===== src/sv/rpr_pkg.sv =====
package rpr_pkg;

   localparam int CAPACITY_DEFAULT = 1024;

   // request kinds
   localparam logic [1:0] KIND_CLEAR  = 2'd0;
   localparam logic [1:0] KIND_APPEND = 2'd1;
   localparam logic [1:0] KIND_QUERY  = 2'd2;

   // widths fixed by the field list
   localparam int SAMPLE_W = 32;
   localparam int PCT_W    = 30;
   // dividend/divisor width for the percent-rank division
   localparam int DIV_W    = 52;

   // controller to datapath
   typedef struct packed {
      logic clear;       // empty the store
      logic append;      // write the request sample
      logic capture;     // latch query fields, reset scan
      logic scan;        // compare one stored sample
      logic prep;        // form span, offset and base count
      logic mul;         // form dividends and divisors
      logic div_start;   // load the divider
      logic div_step;    // one divider step
      logic finish;      // load the response register
   } cmd_type;

   // datapath to controller
   typedef struct packed {
      logic scan_last;   // last scan read issued
      logic scan_empty;  // store holds no sample
      logic div_done;    // division finished
   } sts_type;

endpackage


===== src/sv/rpr_ctrl.sv =====
module rpr_ctrl
   import rpr_pkg::*;
(
   input  logic          clock,
   input  logic          reset,
   input  logic          req_fire,
   input  logic [1:0]    req_kind,
   input  logic          rsp_free,
   input  sts_type       sts,
   output cmd_type       cmd,
   output logic          busy
);

   typedef enum logic [7:0] {
      ST_IDLE  = 8'b0000_0001,
      ST_SCAN  = 8'b0000_0010,
      ST_DRAIN = 8'b0000_0100,
      ST_PREP  = 8'b0000_1000,
      ST_MUL   = 8'b0001_0000,
      ST_DIVLD = 8'b0010_0000,
      ST_DIV   = 8'b0100_0000,
      ST_OUT   = 8'b1000_0000
   } state_type;

   state_type state_ff, state_in;
   logic [1:0] drain_ff, drain_in;

   // next state and commands
   always_comb begin
      state_in = state_ff;
      drain_in = drain_ff;
      cmd      = '0;
      unique case (state_ff)
         ST_IDLE: begin
            if (req_fire) begin
               unique case (req_kind)
                  KIND_CLEAR:  cmd.clear = 1'b1;
                  KIND_APPEND: cmd.append = 1'b1;
                  KIND_QUERY: begin
                     cmd.capture = 1'b1;
                     state_in = ST_SCAN;
                  end
                  default: ;
               endcase
            end
         end
         ST_SCAN: begin
            if (sts.scan_empty) begin
               drain_in = 2'd0;
               state_in = ST_DRAIN;
            end else begin
               cmd.scan = 1'b1;
               if (sts.scan_last) begin
                  drain_in = 2'd2;
                  state_in = ST_DRAIN;
               end
            end
         end
         ST_DRAIN: begin
            // let the read and compare pipeline empty
            cmd.scan = 1'b0;
            if (drain_ff == 2'd0) state_in = ST_PREP;
            else drain_in = drain_ff - 2'd1;
         end
         ST_PREP: begin
            cmd.prep = 1'b1;
            state_in = ST_MUL;
         end
         ST_MUL: begin
            cmd.mul = 1'b1;
            state_in = ST_DIVLD;
         end
         ST_DIVLD: begin
            cmd.div_start = 1'b1;
            state_in = ST_DIV;
         end
         ST_DIV: begin
            if (sts.div_done) state_in = ST_OUT;
            else cmd.div_step = 1'b1;
         end
         ST_OUT: begin
            if (rsp_free) begin
               cmd.finish = 1'b1;
               state_in = ST_IDLE;
            end
         end
         default: state_in = ST_IDLE;
      endcase
   end

   assign busy = (state_ff != ST_IDLE);

   always_ff @(posedge clock) begin
      if (reset) begin
         state_ff <= ST_IDLE;
         drain_ff <= '0;
      end else begin
         state_ff <= state_in;
         drain_ff <= drain_in;
      end
   end

`ifndef ASSERT_OFF
   // one command at most in flight per cycle among the sequencing commands
   a_cmd_onehot: assert property (@(posedge clock) disable iff (reset)
      $onehot0({cmd.clear, cmd.append, cmd.capture, cmd.scan, cmd.prep, cmd.mul,
                cmd.div_start, cmd.div_step, cmd.finish}))
      else $error("more than one command");
   // a query capture always leads into the scan
   a_capture_scan: assert property (@(posedge clock) disable iff (reset)
      cmd.capture |=> state_ff == ST_SCAN)
      else $error("capture without scan");
   // the divider is loaded right after the multiply step
   a_mul_div: assert property (@(posedge clock) disable iff (reset)
      cmd.mul |=> cmd.div_start)
      else $error("divider not loaded");
`endif

endmodule


===== config.mk =====
export PLATFORM = sky130hd
export DESIGN_NAME = rpr_ctrl
export DESIGN_NICKNAME = d
export VERILOG_FILES = /design/src/sv/rpr_pkg.sv /design/src/sv/rpr_ctrl.sv
export SDC_FILE = /design/constraint.sdc
export NUM_CORES = 1
export LEC_CHECK = 0
export ABC_AREA = 1
export BUFFER_PORTS_ARGS = -buffer_cell sky130_fd_sc_hd__buf_2
export CAP_MARGIN = 5
export CORE_ASPECT_RATIO = 0.8
export CORE_MARGIN = 3
export CORE_UTILIZATION = 40
export CTS_CLUSTER_SIZE = 20
export DETAILED_ROUTE_END_ITERATION = 10
export GPL_TIMING_DRIVEN = 0
export PLACE_DENSITY_LB_ADDON = 0.05
export SLEW_MARGIN = 10
export SYNTH_ARGS = -nofsm -noshare
export SYNTH_HDL_FRONTEND = slang
export SYNTH_SLANG_ARGS = --single-unit

===== constraint.sdc =====
create_clock -name clock -period 1.2 [get_ports clock]
set_input_delay 0.12 -clock clock [delete_from_list [all_inputs] [get_ports clock]]
set_output_delay 0.12 -clock clock [all_outputs]
set_load 0.03 [all_outputs]

### Word level (Yosys, flattened, before mapping)

Cells that the tools add are included.

| storage, ports and cells | value |
|---|---|
| output and inout port bits | 10 |
| input port bits | 9 |
| logic and storage cells | 52 |
| flip-flop bits (word level) | 10 |

| cells by class | value |
|---|---|
| reductions and logical operators | 5 |
| muxes and demuxes | 26 |
| equality and inequality tests | 18 |
| $add $sub $neg | 1 |

Operators with widths:

| cell | number |
|---|---|
| case mux 8 bit (8 select lines) | 1 |
| 2-to-1 mux 8 bit | 7 |
| 2-to-1 mux 1 bit | 12 |
| != test 2 bit, second input constant | 5 |
| == test 8 x 1 -> 1 bit, second input constant | 1 |
| == test 8 x 2 -> 1 bit, second input constant | 1 |
| == test 8 x 3 -> 1 bit, second input constant | 1 |
| == test 8 x 4 -> 1 bit, second input constant | 1 |
| == test 8 x 5 -> 1 bit, second input constant | 1 |
| == test 8 x 6 -> 1 bit, second input constant | 1 |
| == test 8 x 7 -> 1 bit, second input constant | 1 |
| == test 8 bit, second input constant | 1 |
| != test 8 x 1 -> 1 bit, second input constant | 1 |
| 2-to-1 mux 2 bit | 3 |
| 2-to-1 mux 3 bit | 2 |
| AND reduction 6 bit | 1 |
| logical NOT 2 bit | 2 |
| case mux 2 bit (2 select lines) | 1 |
| != test 3 bit, second input constant | 1 |
| AND reduction 3 bit | 1 |
| == test 2 x 1 -> 1 bit, second input constant | 1 |
| == test 2 bit, second input constant | 1 |
| != test 2 x 1 -> 1 bit, second input constant | 1 |
| nonzero test 2 bit | 1 |
| subtractor 2 x 1 -> 2 bit, second input constant | 1 |

### Depth between registers and ports, before layout

| depth | value |
|---|---|
| depth after elaboration | 4 |
| depth in mapped cells | 10 |

### Worst setup path after synthesis

OpenSTA, ideal clock, no wires.

| timing | value |
|---|---|
| kind | register to output |
| start point | reg state_ff[3] |
| end point | out cmd[7] (netlist name) |
| data arrival time | 1.862 ns |
| cell stages (with the launch flop) | 6 |
| data required time | 1.080 ns |
| path slack | -0.782 ns |
| cells stage by stage | dfxtp_1 inv_1 nand2_1 nor2_1 nand2_1 nor4_1 |

RTL lines:

| item | line | source |
|---|---|---|
| start, declared | rpr_ctrl.sv:25 | `state_type state_ff, state_in;` |
| start signal, assigned | rpr_ctrl.sv:98 | `state_ff <= state_in;` |
| end, declared | rpr_ctrl.sv:10 | `output cmd_type cmd,` |

==> summary.md <==
| Metric | Value |
|---|---|
| Setup violators final | `18` |
| Final core utilization | `0.751` |
| Mean Syn Cell Area | `6.46 um^2` |
| Worst Slack Setup Final | `-0.287 ns` |
| Pwr dens | `between 2000 and 2500 nW/um^2` |
| Clk pin slew, worst setup/hold paths | `0.07 ns` |
| Final wirelength | `2190 um` |
| Initial antenna violation count | `0` |
| H-Tree Depth | `1` |
| R2r startpoint | `state_ff[7]` |
| Status | `finished with violations` |
| CP endpoint kind | `primary output` |
| Clk sinks | `10` |
| Hold crit path type | `in2reg` |
| Setup WS pre-CTS | `-0.145 ns` |
| Min-delay src | `reset` |
| DP Cell Count | `156` |
| PortBufs | `18` |
| Core area | `1690 um^2` |
| Largest net degree at the start of global routing | `7` |
| Critical Path AT | `1.37 ns` |
| Area growth syn-to-layout | `69.6%` |
| # fillers | `133` |
| Grt ovf | `0` |
| DRT iter0 DRCs | `24` |
| Top-area cell type share of the netlist area | `0.267` |
| CP Class | `reg2out` |
| DRC | `0` |
| CTS root buf | `clkbuf_4` |
| Die area | `2430 um^2` |
| Tcrit/Tclk final | `1.24` |
| Finished Cell Area | `1270 um^2` |
| CP startpoint | `state_ff[0]` |
| Routed WL per cell | `12.6 um` |
| Diode count | `0` |
| Row count | `13` |
| Vias per std cell | `4.94` |
| Max VDD drop | `1.60 mV` |
| Vias in the first global route | `827` |
| TritonRoute pass-1 iters | `4` |
| Worst EP required | `1.08 ns` |
| Clock skew | `0.000589 ns` |
| Number of max-cap violations | `0` |
| Crit Path Max Fanout | `6` |
| Detailed Place HPWL | `between 1000 and 1500 um` |
| Distinct cells, synth | `23` |
| Failing checks | `negative setup slack` |
| First-pass GRT wire length | `3510 um` |
| Top cell type by total area after synthesis | `dfxtp_1` |
| I/O pin total | `19` |
| Synthesized instance count | `116` |
| CTS tree | `yes` |
| Fin. Hold Viols | `0` |
| WHS | `just over 0.07 ns` |
| CTS buffer count | `3` |
| Via count | `approximately 850` |
| Post-layout min period | `1.49 ns` |
| Slew headroom | `0.816` |
| Fin cells | `173` |
| Fin Setup TNS | `-3.25 ns` |
| Leak | `0.623 nW` |
| Die Wd | `54.4 um` |
| Post-synthesis register bit count | `10` |
| Unrepaired setup endpoints after global routing | `yes` |
| Slew Limit Fails | `0` |
| Final ANT Viol Nets | `0` |
| Post-Syn Nets | `126` |
| FF/Latch Area | `about 220 um^2` |
| Netlist area before placement | `around 750 um^2` |
| Multi-input logic area | `619 um^2` |
| Total Power | `2.57 mW` |
| Synth warn | `0` |
| All-Layer GR Usage | `0.200` |
| Share of layout cells above drive strength 1 | `0.616` |
| Die Ht | `44.7 um` |
| Slew of the pin with the lowest slew margin | `between 0.2 and 0.3 ns` |
| Clock Latency Late Sink | `0.27 ns` |
| Max clock buf depth | `2` |
| Initial Util | `0.443` |
| Placed cell area | `approximately 950 um^2` |
| FMAX | `673 MHz` |
| Critical Path Source Type | `flip-flop` |
| Gpl congestion | `0.788` |
| Sequential-to-total area share from yosys stat | `0.267` |
| Ranking of synthesized cells by area | `dfxtp_1, nand2_1, inv_1` |
| Nets | `about 160` |
## final cells by class
type	instances	share of cell area
multi-input cells	81	0.487
flip-flops and latches	10	0.175
clock buffers	4	0.0285
well taps	22	0.0217
inverters	25	0.0817
repair buffers	31	0.206
## cells by family after synthesis
group	share of synthesized area
buffers and inverters	0.129
AO/OA/AOI/OAI	0.0284
AND/OR/NAND/NOR	0.559
adder cells (fa/ha/maj)	0.0167
flip-flops	0.267
## report_power, final
group          switching (mW)  internal, mW  leakage, nW
sequential             0.0799         0.419       0.0859
combinational            1.02         0.736        0.516
clock                   0.130         0.184       0.0210
total                    1.23          1.34        0.623
## placed cells by master, fill, tap and decap left out, types with 2 or more instances in the layout
master	count
inv_1	14
nor2_4	8
buf_4	10
dfxtp_2	3
nand3_4	4
nand2_1	15
nand2_2	7
dfxtp_4	5
inv_4	2
nor4_4	2
nand2_4	5
nor2_2	5
nand4_1	4
buf_2	8
nor2_1	14
dfxtp_1	2
clkbuf_4	3
nand3_1	3
inv_2	8
buf_6	13
nand3_2	4
## sequential cells by signal, indices dropped and copies added, names as in the netlist
register,cells
state_ff,8
drain_ff,2
## synth_stat cells
cell / n
or2_0: 1
ha_1: 1
nand2_2: 3
a31oi_1: 1
nor2_1: 20
nor2_4: 4
nor4_1: 2
nand4_1: 4
or2_1: 1
inv_2: 4
nor2_2: 3
nand3b_1: 1
a21oi_1: 2
nor3_1: 1
nand3_1: 7
nand2_1: 22
o21ai_1: 1
nand3_2: 3
nand3_4: 1
inv_1: 20
dfxtp_1: 10
inv_4: 1
nand2_4: 3
## path summary, 6_finish.rpt
path	endpoint	slack, ns	cells after the start
max	cmd[2]	-0.29	6
min	state_ff[5]	0.07	2
max reg2reg	drain_ff[0]	-0.20	9
min reg2reg	drain_ff[1]	0.53	4
## critical path: stages, from the launching register on
cell and delay (ns):
dfxtp_4 0.36, inv_2 0.07, nand2_4 0.06, nor2_4 0.18
nand4_1 0.19, inv_1 0.11, buf_6 0.13
## timing repair
item | in CTS | in global routing
hold buffers | 0 | 0
gates resized for setup | 39 | 21
pin swaps | 19 | 10
buffers inserted | 15 | 0
endpoints found under the setup margin | 17 | 18
## layer usage
metal	wire, um	global-route usage
met1	932	0.257
met2	1080	0.337
met3	143	0.0330
met4	27	0.0697
met5	0	0
No activity file was read; power rests on OpenSTA's default activity.
